## config.mk

```make
export PLATFORM = sky130hd
export DESIGN_NAME = api_frame_transmit_framer_core
export DESIGN_NICKNAME = d
export VERILOG_FILES = /design/src/aftf_pkg.sv /design/src/api_frame_transmit_framer_core.sv /design/src/aftf_front.sv /design/src/aftf_queue.sv /design/src/aftf_back.sv
export SDC_FILE = /design/constraint.sdc
export NUM_CORES = 1
export LEC_CHECK = 0
export BUFFER_PORTS_ARGS = -buffer_cell sky130_fd_sc_hd__buf_4
export CORE_MARGIN = 3
export CORE_UTILIZATION = 63
export CTS_CLUSTER_DIAMETER = 50
export DETAILED_ROUTE_END_ITERATION = 10
export PLACE_DENSITY = 0.87
export SLEW_MARGIN = 20
export SYNTH_ARGS = -nofsm -noshare
export SYNTH_HDL_FRONTEND = slang
export SYNTH_SLANG_ARGS = --single-unit
```

## constraint.sdc

```tcl
create_clock -name clk -period 5.9 [get_ports clk]
set_clock_uncertainty 0.05 [all_clocks]
set_input_delay 0.295 -clock clk [delete_from_list [all_inputs] [get_ports clk]]
set_output_delay 0.295 -clock clk [all_outputs]
set_load 0.01 [all_outputs]
```

## src/aftf_pkg.sv

```systemverilog
// shared types and constants for the api frame transmit framer
// no dependencies; imported by every module of the framer
package aftf_pkg;

    localparam logic [7:0] DELIM_BYTE = 8'h7E;
    localparam logic [7:0] CSUM_BASE  = 8'hFF;

    localparam int QUEUE_DEPTH = 4;
    localparam int QUEUE_AW    = $clog2(QUEUE_DEPTH);

    // position of a result within the expansion of one command
    typedef logic [2:0] step_t;
    localparam step_t STEP_DELIM  = 3'd0;
    localparam step_t STEP_LEN_HI = 3'd1;
    localparam step_t STEP_LEN_LO = 3'd2;
    localparam step_t STEP_DATA   = 3'd3;
    localparam step_t STEP_CSUM   = 3'd4;

    // one classified input item, as handed from front to back
    typedef struct packed {
        logic        hdr;
        logic [15:0] len;
        logic [7:0]  data;
        logic        csum_en;
        logic [7:0]  csum;
    } cmd_t;

endpackage

```

## src/api_frame_transmit_framer_core.sv

```systemverilog
// top level of the api frame transmit framer
// depends on aftf_pkg, aftf_front, aftf_queue, aftf_back
//
//  channel  | handshake        | fields
//  ---------+------------------+--------------------------------------
//  input    | push / full      | payload_byte, frame_length
//  result   | empty / pop      | out_byte, is_checksum, run_last
//
// a payload byte inside a frame yields one result, at one result per cycle while pop is held and the queue is not empty
// the first byte of a frame yields four results (five for a one-byte frame), the last byte two;
// each byte passes through the output stage, which sets the rate
// a four-entry command queue lets input run ahead while results stall
// reset clears frame state, queue pointers and the output stage
module api_frame_transmit_framer_core (
    input  logic        clk,
    input  logic        rst_n,
    input  logic        push,
    output logic        full,
    input  logic [7:0]  payload_byte,
    input  logic [15:0] frame_length,
    output logic        empty,
    input  logic        pop,
    output logic [7:0]  out_byte,
    output logic        is_checksum,
    output logic        run_last
);
    import aftf_pkg::*;

    logic q_full;
    logic q_push;
    logic q_pop;
    logic q_empty;
    cmd_t wr_cmd;
    cmd_t rd_cmd;

    aftf_front u_front (
        .clk          (clk),
        .rst_n        (rst_n),
        .push         (push),
        .full         (full),
        .payload_byte (payload_byte),
        .frame_length (frame_length),
        .q_full       (q_full),
        .q_push       (q_push),
        .q_cmd        (wr_cmd)
    );

    aftf_queue u_queue (
        .clk     (clk),
        .rst_n   (rst_n),
        .wr_en   (q_push),
        .wr_cmd  (wr_cmd),
        .q_full  (q_full),
        .rd_en   (q_pop),
        .rd_cmd  (rd_cmd),
        .q_empty (q_empty)
    );

    aftf_back u_back (
        .clk         (clk),
        .rst_n       (rst_n),
        .q_empty     (q_empty),
        .q_cmd       (rd_cmd),
        .q_pop       (q_pop),
        .empty       (empty),
        .pop         (pop),
        .out_byte    (out_byte),
        .is_checksum (is_checksum),
        .run_last    (run_last)
    );

endmodule

```

## src/aftf_front.sv

```systemverilog
// front end: accepts input bytes, tracks frame state and builds commands
// depends on aftf_pkg
module aftf_front (
    input  logic           clk,
    input  logic           rst_n,
    input  logic           push,
    output logic           full,
    input  logic [7:0]     payload_byte,
    input  logic [15:0]    frame_length,
    input  logic           q_full,
    output logic           q_push,
    output aftf_pkg::cmd_t q_cmd
);
    import aftf_pkg::*;

    logic        in_frame_reg, in_frame_next;
    logic [15:0] left_reg, left_next;
    logic [7:0]  sum_reg, sum_next;

    logic        first;
    logic        accept;
    logic        drop;
    logic [15:0] left_cur;
    logic [15:0] left_dec;
    logic [7:0]  sum_add;
    logic        last;

    assign full     = q_full;
    assign accept   = push && !q_full;
    assign first    = !in_frame_reg;
    // a first byte with zero length is taken and thrown away
    assign drop     = first && (frame_length == 16'd0);
    assign left_cur = first ? frame_length : left_reg;
    assign left_dec = left_cur - 16'd1;
    assign sum_add  = (first ? 8'd0 : sum_reg) + payload_byte;
    assign last     = (left_dec == 16'd0);

    assign q_push       = accept && !drop;
    assign q_cmd.hdr     = first;
    assign q_cmd.len     = frame_length;
    assign q_cmd.data    = payload_byte;
    assign q_cmd.csum_en = last;
    assign q_cmd.csum    = CSUM_BASE - sum_add;

    always_comb
    begin
        in_frame_next = in_frame_reg;
        left_next     = left_reg;
        sum_next      = sum_reg;
        if (q_push)
        begin
            in_frame_next = !last;
            left_next     = left_dec;
            sum_next      = last ? 8'd0 : sum_add;
        end
    end

    always_ff @(posedge clk or negedge rst_n)
    begin
        if (!rst_n)
        begin
            in_frame_reg <= 1'b0;
            left_reg     <= 16'd0;
            sum_reg      <= 8'd0;
        end
        else
        begin
            in_frame_reg <= in_frame_next;
            left_reg     <= left_next;
            sum_reg      <= sum_next;
        end
    end

endmodule

```

## src/aftf_queue.sv

```systemverilog
// short command queue between front and back of the framer
// depends on aftf_pkg
module aftf_queue (
    input  logic           clk,
    input  logic           rst_n,
    input  logic           wr_en,
    input  aftf_pkg::cmd_t wr_cmd,
    output logic           q_full,
    input  logic           rd_en,
    output aftf_pkg::cmd_t rd_cmd,
    output logic           q_empty
);
    import aftf_pkg::*;

    cmd_t                slot_reg [QUEUE_DEPTH];
    logic [QUEUE_AW-1:0] wp_reg, wp_next;
    logic [QUEUE_AW-1:0] rp_reg, rp_next;
    logic [QUEUE_AW:0]   cnt_reg, cnt_next;
    logic                do_wr, do_rd;

    assign q_full  = (cnt_reg == (QUEUE_AW+1)'(QUEUE_DEPTH));
    assign q_empty = (cnt_reg == '0);
    assign do_wr   = wr_en && !q_full;
    assign do_rd   = rd_en && !q_empty;
    assign rd_cmd  = slot_reg[rp_reg];

    always_comb
    begin
        wp_next  = do_wr ? wp_reg + QUEUE_AW'(1) : wp_reg;
        rp_next  = do_rd ? rp_reg + QUEUE_AW'(1) : rp_reg;
        cnt_next = cnt_reg;
        if (do_wr && !do_rd)
            cnt_next = cnt_reg + (QUEUE_AW+1)'(1);
        else if (do_rd && !do_wr)
            cnt_next = cnt_reg - (QUEUE_AW+1)'(1);
    end

    always_ff @(posedge clk)
    begin
        if (do_wr)
            slot_reg[wp_reg] <= wr_cmd;
    end

    always_ff @(posedge clk or negedge rst_n)
    begin
        if (!rst_n)
        begin
            wp_reg  <= '0;
            rp_reg  <= '0;
            cnt_reg <= '0;
        end
        else
        begin
            wp_reg  <= wp_next;
            rp_reg  <= rp_next;
            cnt_reg <= cnt_next;
        end
    end

endmodule

```

## src/aftf_back.sv

```systemverilog
// back end: expands each command into header, payload and checksum bytes
// depends on aftf_pkg
module aftf_back (
    input  logic           clk,
    input  logic           rst_n,
    input  logic           q_empty,
    input  aftf_pkg::cmd_t q_cmd,
    output logic           q_pop,
    output logic           empty,
    input  logic           pop,
    output logic [7:0]     out_byte,
    output logic           is_checksum,
    output logic           run_last
);
    import aftf_pkg::*;

    cmd_t  cmd_reg, cmd_next;
    logic  valid_reg, valid_next;
    step_t step_reg, step_next;
    step_t last_step;
    logic  at_last;
    logic  take;

    assign last_step   = cmd_reg.csum_en ? STEP_CSUM : STEP_DATA;
    assign at_last     = (step_reg == last_step);
    assign empty       = !valid_reg;
    assign is_checksum = (step_reg == STEP_CSUM);
    assign run_last    = at_last;

    // load the next command when idle or when the last byte is transferred
    assign take  = (!valid_reg || (pop && at_last)) && !q_empty;
    assign q_pop = take;

    always_comb
    begin
        unique case (step_reg)
            STEP_DELIM:  out_byte = DELIM_BYTE;
            STEP_LEN_HI: out_byte = cmd_reg.len[15:8];
            STEP_LEN_LO: out_byte = cmd_reg.len[7:0];
            STEP_DATA:   out_byte = cmd_reg.data;
            STEP_CSUM:   out_byte = cmd_reg.csum;
            default:     out_byte = cmd_reg.data;
        endcase
    end

    always_comb
    begin
        cmd_next   = cmd_reg;
        valid_next = valid_reg;
        step_next  = step_reg;
        if (take)
        begin
            cmd_next   = q_cmd;
            valid_next = 1'b1;
            step_next  = q_cmd.hdr ? STEP_DELIM : STEP_DATA;
        end
        else if (valid_reg && pop)
        begin
            if (at_last)
                valid_next = 1'b0;
            else
                step_next = step_reg + step_t'(1);
        end
    end

    always_ff @(posedge clk)
    begin
        cmd_reg <= cmd_next;
    end

    always_ff @(posedge clk or negedge rst_n)
    begin
        if (!rst_n)
        begin
            valid_reg <= 1'b0;
            step_reg  <= STEP_DATA;
        end
        else
        begin
            valid_reg <= valid_next;
            step_reg  <= step_next;
        end
    end

endmodule

```

==> results of run 1 <==
## worst max-delay path by stage
| stage | to | cells past startpoint |
|---|---|---|
| after floorplan | u_queue.slot_reg[0][8]$_DFFE_PP_ | 14 |
| after global placement | u_queue.cnt_reg[1]$_DFFE_PN0P_ | 9 |
| after detailed placement | u_queue.cnt_reg[1]$_DFFE_PN0P_ | 9 |
| after CTS | u_queue.cnt_reg[1]$_DFFE_PN0P_ | 9 |
| after global routing | u_queue.slot_reg[0][8]$_DFFE_PP_ | 9 |
| final | u_queue.cnt_reg[1]$_DFFE_PN0P_ | 9 |
## layout make-up
type | instances | area share (%)
clock inverters | 6 | 0.331
flip-flops and latches | 205 | 58.6
clock buffers | 30 | 5.58
inverters | 19 | 0.699
well taps | 180 | 2.21
repair buffers | 63 | 5.00
multi-input cells | 319 | 27.6
## worst max-delay path: cells and delay by family, from the launching register on
family	cells	cell delay, ps
multiplexers	1	300
flip-flops	1	530
buffers and inverters	3	900
adder cells (fa/ha/maj)	2	780
AO/OA/AOI/OAI	1	170
AND/OR/NAND/NOR	2	980
## routing by layer
metal,wire [microns],part of all wire (%),vias up
met5,0,0,-
li1,-,-,2319
met1,7820,39,2632
met2,9920,50,257
met3,1440,7.3,47
met4,657,3.3,0
## stage by stage
stage	cells	cell area, sq um	setup WS [ps]	util [%]	power (mW)
3_3_place_gp	771	9450	2250	67.8	4.01
3_5_place_dp	771	9450	2160	67.8	4.12
6_report	822	10200	2050	73.3	5.33
2_1_floorplan	572	8990	1840	-	3.55
4_1_cts	822	10200	2080	73.3	5.34
5_1_grt	822	10200	1790	73.3	5.59
## kinds of logic (layout without fill, tap and decap cells)
family	Yosys count	count (layout)	share of synthesized area (%)
xor gates and xnor gates	32	32	3.12
and+or+nand+nor	118	118	6.71
DFF	205	205	66.5
buffers and inverters	48	118	2.25
AOI/OAI and AO/OA	99	99	8.10
adders and majority gates	20	20	2.95
muxes	50	50	10.4
## cell usage in the layout, fill, tap and decap left out, drive strengths merged, types with 2 or more instances in the layout
master	instances
o21ai	24
mux4	34
a31oi	2
dlygate4sd3	15
clkinv	4
xor2	17
nor2b	2
nand2	42
dfstp	2
buf	48
or3	5
o22ai	6
o211ai	2
xnor2	15
dfrtp	34
o31ai	10
a221oi	8
nor2	23
a2111oi	2
o32ai	3
clkbuf	30
nand2b	2
and3	3
nand3	10
fa	2
a21o	7
a21oi	24
inv	20
nor3	11
mux2	6
and2	13
a211oi	3
mux2i	10
ha	18
edfxtp	169
## power breakdown
part	internal, mW	switching, mW
registers	2.09	0.212
logic	0.788	1.07
clock network	0.670	0.506
total	3.55	1.78
==> qor.csv, run 1 <==
metric;value;unit
outcome;complete, no violations;
setup-tns-final;0;ps
r2r_end;u_queue.cnt_reg[1]$_DFFE_PN0P_;
power_density;522;nW/um^2
grt-busiest-layer;met2;
dieArea;15700;sq um
min_path_cells;1;
area_growth;13.5;%
core_area;13900;sq um
start_util;64.5;%
grt_pass1_wl;31200;microns
clock_sinks;205;
firstDrtPassIters;5;
ctsHoldBuffers;15;
ys_ff_latch;205;
routed_wl;19800;microns
r2r_slack;2050;ps
fmax;260;MHz
yosysWarnings;0;
worstSetupPathType;flip-flop to flip-flop;
post_cts_buffers;0;
ff2ff_path_depth;9;
peakVddDrop;0.282;mV
cts_made_buffers;20;
power.leakage;3.66;nW
worstSetupEndpointType;flip-flop;
avgSynthCellArea;15.7;sq um
antenna_cells;0;
finalNetCount;676;
hold_path_end;u_queue.slot_reg[1][29]$_DFFE_PP_;
gr-usage-met1;35.9;%
clk_latency;490;ps
ys_seq_area_share;66.5;%
fillers;805;
num_rows;43;
synthesis.instances;572;
crit_path_max_incr_delay;610;ps
cp_slowest_cell;or4_4;
synth-edff-count;169;
synth_top_area_share;56.4;%
cts.path.max_buffers;3;
async_flop_share;17.6;%
overflow;0;
crit_required;6220;ps
worstPathMaxFanout;38;
yosysMostFrequentCell;edfxtp_1;
rsz0062_at_grt;no;
setup_viol;0;
whs;30.4;ps
die_x;125;microns
worst-slew-pin-transition;1000;ps
period_share;65.3;%
final.min_clock_period;3850;ps
wl_per_cell;24.1;microns
dieHeight;125;microns
cts_tree;yes;
use_met2;42.7;%
drcViolationCount;0;
drive_gt1_share;21.7;%
slew_viol_final;0;
ys_types;59;
critical_path.most_common_cell;inv_1;
cts-root-buf;clkbuf_16;
drtAntennaViolNets;0;
globalRouteTotalUtil;26.0;%
max_slew_margin;33.3;%
pin_count;40;
netlist_area;8990;sq um
min_from;frame_length[12];
portBuffers;39;
multi_input_area;2820;sq um
crit_start;u_front.in_frame_reg$_DFFE_PN0N_;
grt_antenna_before_repair;0;
hold_path.class;input port to flip-flop;
grt_pass1_vias;5503;
synthFlopType;edfxtp_1;
yosys.area.top_type;edfxtp_1;
cp.arrival;4170;ps
seq_area;5980;sq um
worstReg2RegStart;u_front.in_frame_reg$_DFFE_PN0N_;
gp_congestion;0.865;
grt_util_met3;3.37;%
clk_pin_slew;60;ps
synth_commonest_cells;169 x edfxtp_1, 41 x nand2_1, 34 x dfrtp_1, 34 x mux4_2, 24 x a21oi_1;
synth_nets;620;
postCtsResizedCells;0;
synth.area.top_cells;edfxtp_1 56%, dfrtp_1 9.5%, mux4_2 8.5%, ha_1 2.5%, nand2_1 1.7%;
dp.final_hpwl;11900;microns
cts_htree_levels;1;
drv_cap;0;
drtIter0Drc;626;
grt_max_degree;41;
startpoint_type;flip-flop;
path_cells;or4_4 > or3_1 > o211ai_1 > buf_4 > inv_1 > ha_1 > inv_1 > fa_1 > mux2_2;
final_hold_viol_count;0;
via_per_inst;6.39;
largest_register_ff_count;136;
vias;5255;
(Power assumes the default switching activity.)
==> inputs of run 2 (changes only) <==
ABC_AREA = 1   (was not set)
CORE_UTILIZATION = 61   (was 63)
PLACE_DENSITY = 0.85   (was 0.87)
clock period = 3.97 ns   (was 5.9 ns; I/O delays follow)
==> qor.csv, run 2 <==
metric;value;unit;change
synth_top_area_share;55.7;%;-0.71 points
synthesis.instances;853;;+49%
largest_register_ff_count;136;;unchanged
yosysMostFrequentCell;nand2_1;;
place_inst;1051;;+36%
worst-slew-pin-transition;918;ps;-82.1 ps
clk_latency;490;ps;about the same
worstSetupPathType;flip-flop to output pin;;
num_rows;44;;+2.3%
power.leakage;4.24;nW;+16%
ys_ff_latch;205;;unchanged
drtAntennaViolNets;0;;unchanged
whs;180;ps;+149 ps
overflow;0;;unchanged
rsz0062_at_grt;no;;
synth-edff-count;169;;unchanged
globalRouteTotalUtil;26.0;%;+0.035 points
stdcell_area;10600;sq um;+3.4%
yosys.area.top_type;edfxtp_1;;
portBuffers;39;;unchanged
yosysWarnings;0;;unchanged
cts_htree_levels;1;;unchanged
ys_seq_area_share;65.7;%;-0.83 points
max_slew_margin;38.7;%;+5.4 points
fin_total_pwr;8.24;mW;+55%
final_common_cell;nand2_1;;
finalNetCount;967;;+43%
setup-tns-final;0;ps;unchanged
worstPathMaxFanout;9;;-76%
antenna_cells;0;;unchanged
period_share;78.5;%;
ys_types;37;;-37%
synth_nets;901;;+45%
synth_commonest_cells;201 x nand2_1, 169 x edfxtp_1, 94 x o21ai_0;;
setup_viol;0;;unchanged
drtIter0Drc;902;;+44%
dpl_worst_slack;1160;ps;-996 ps
clk_pin_slew;60;ps;about the same
drive_gt1_share;12.1;%;-9.6 points
final_core_util;72.4;%;-0.89 points
drv_cap;0;;unchanged
dp.final_hpwl;13000;microns;+9.6%
die_x;128;microns;+2.2%
dieHeight;128;microns;+2.2%
pin_count;40;;unchanged
hold_path.class;input port to async pin;;
synth.area.top_cells;edfxtp_1 56%, dfrtp_1 9.3%, nand2_1 8.3%, o21ai_0 5.2%, nor2_1 3.8%;;
avgSynthCellArea;10.7;sq um;-32%
final_cells;1119;;+36%
cts.path.max_buffers;3;;unchanged
fillers;896;;+11%
startpoint_type;flip-flop;;
clock_sinks;205;;unchanged
synthFlopType;edfxtp_1;;
via_per_inst;5.92;;-7.4%
core_area;14600;sq um;+4.7%
fmax;321;MHz;
cts-root-buf;clkbuf_16;;
cts_made_buffers;22;;+10%
firstDrtPassIters;6;;+1
gp_congestion;0.896;;+3.5%
grt_max_degree;71;;+73%
cp.arrival;2870;ps;-1300 ps
start_util;62.4;%;-2.1 points
crit_required;3720;ps;-2500 ps
grt_pass1_vias;6301;;+15%
grt_antenna_before_repair;0;;unchanged
final_hold_viol_count;0;;unchanged
final.min_clock_period;3120;ps;
postPlaceCellArea;9580;sq um;+1.3%
netlist_area;9100;sq um;+1.3%
dieArea;16400;sq um;+4.4%
post_cts_buffers;0;;unchanged
slew_viol_final;0;;unchanged
grt_pass1_wl;33400;microns;+7.0%
cts_tree;yes;;
final.setup.worst_slack;854;ps;-1200 ps
routed_wl;21200;microns;+6.9%
peakVddDrop;0.463;mV;+64%
async_flop_share;17.6;%;unchanged
power_density;780;nW/um^2;+49%
outcome;complete, no violations;;
drcViolationCount;0;;unchanged
worstSetupEndpointType;output pin;;
vias;6627;;+26%
layout_common_cells;201 x nand2_1, 169 x edfxtp_1, 94 x o21ai_0, 88 x nor2_1, 71 x inv_1;;
area_growth;15.9;%;
wl_per_cell;19.0;microns;-21%
==> run 2: repair_timing <==
action                                 4_1_cts  5_1_grt
setup endpoints to repair                    0        0
hold buffers                                26        0
endpoints found under the hold margin      133        0
gates resized for setup                      0        0
==> run 2: area by class of cell <==
class                           count  area [sq um]  share of cell area [%]
Clock inverter                     14          83.8                   0.794
Clock buffer                       26           587                    5.56
Sequential cell                   205          5980                    56.6
Multi-Input combinational cell    538          2710                    25.7
Inverter                           77           294                    2.79
Timing Repair Buffer               75           673                    6.38
Tap cell                          184           230                    2.18
==> run 2: worst paths after layout <==
kind	start	slack, ps	endpoint	cells after the start
min in group clk	push	340	u_front.sum_reg[5]$_DFFE_PN0N_	5
setup reg to reg	u_front.in_frame_reg$_DFFE_PN0N_	1070	u_queue.cnt_reg[2]$_DFFE_PN0P_	10
max in group asynchronous	rst_n	3280	u_queue.rp_reg[0]$_DFFE_PN0P_	2
hold reg to reg	u_front.sum_reg[1]$_DFFE_PN0N_	430	u_front.sum_reg[1]$_DFFE_PN0N_	2
hold / removal	rst_n	180	u_front.left_reg[6]$_DFFE_PN0N_	2
setup / recovery	u_back.step_reg[0]$_DFFE_PN1P_	850	out_byte[4]	8
==> run 2: cells by family after synthesis <==
| family | Yosys count | synth area share [%] |
|---|---|---|
| AO/OA/AOI/OAI | 139 | 8.18 |
| XOR/XNOR | 12 | 1.15 |
| adder cells (fa/ha/maj) | 20 | 2.91 |
| buffers and inverters | 110 | 4.97 |
| flip-flops | 205 | 65.7 |
| multiplexers | 2 | 0.234 |
| AND/OR/NAND/NOR | 365 | 16.9 |
==> run 2: where the power goes <==
group	internal, mW	switching (mW)
combinational	0.962	2.08
sequential	3.10	0.221
clock	1.07	0.808
==> run 2: routing by layer <==
layer / part of all wire [%] / global-route usage [%]
met1: 39 / 37.1
met2: 49 / 41.8
met3: 9.5 / 4.25
met4: 3.0 / 7.99
met5: 0 / 0
==> run 2: worst max-delay path: stages (launching register included) <==
cell      delay [ps]
dfstp_2          570
inv_1             90
ha_1             200
nand2_1           70
clkinv_1         240
nor3_1           770
nand2_1          130
nand4_1          160
buf_4            140
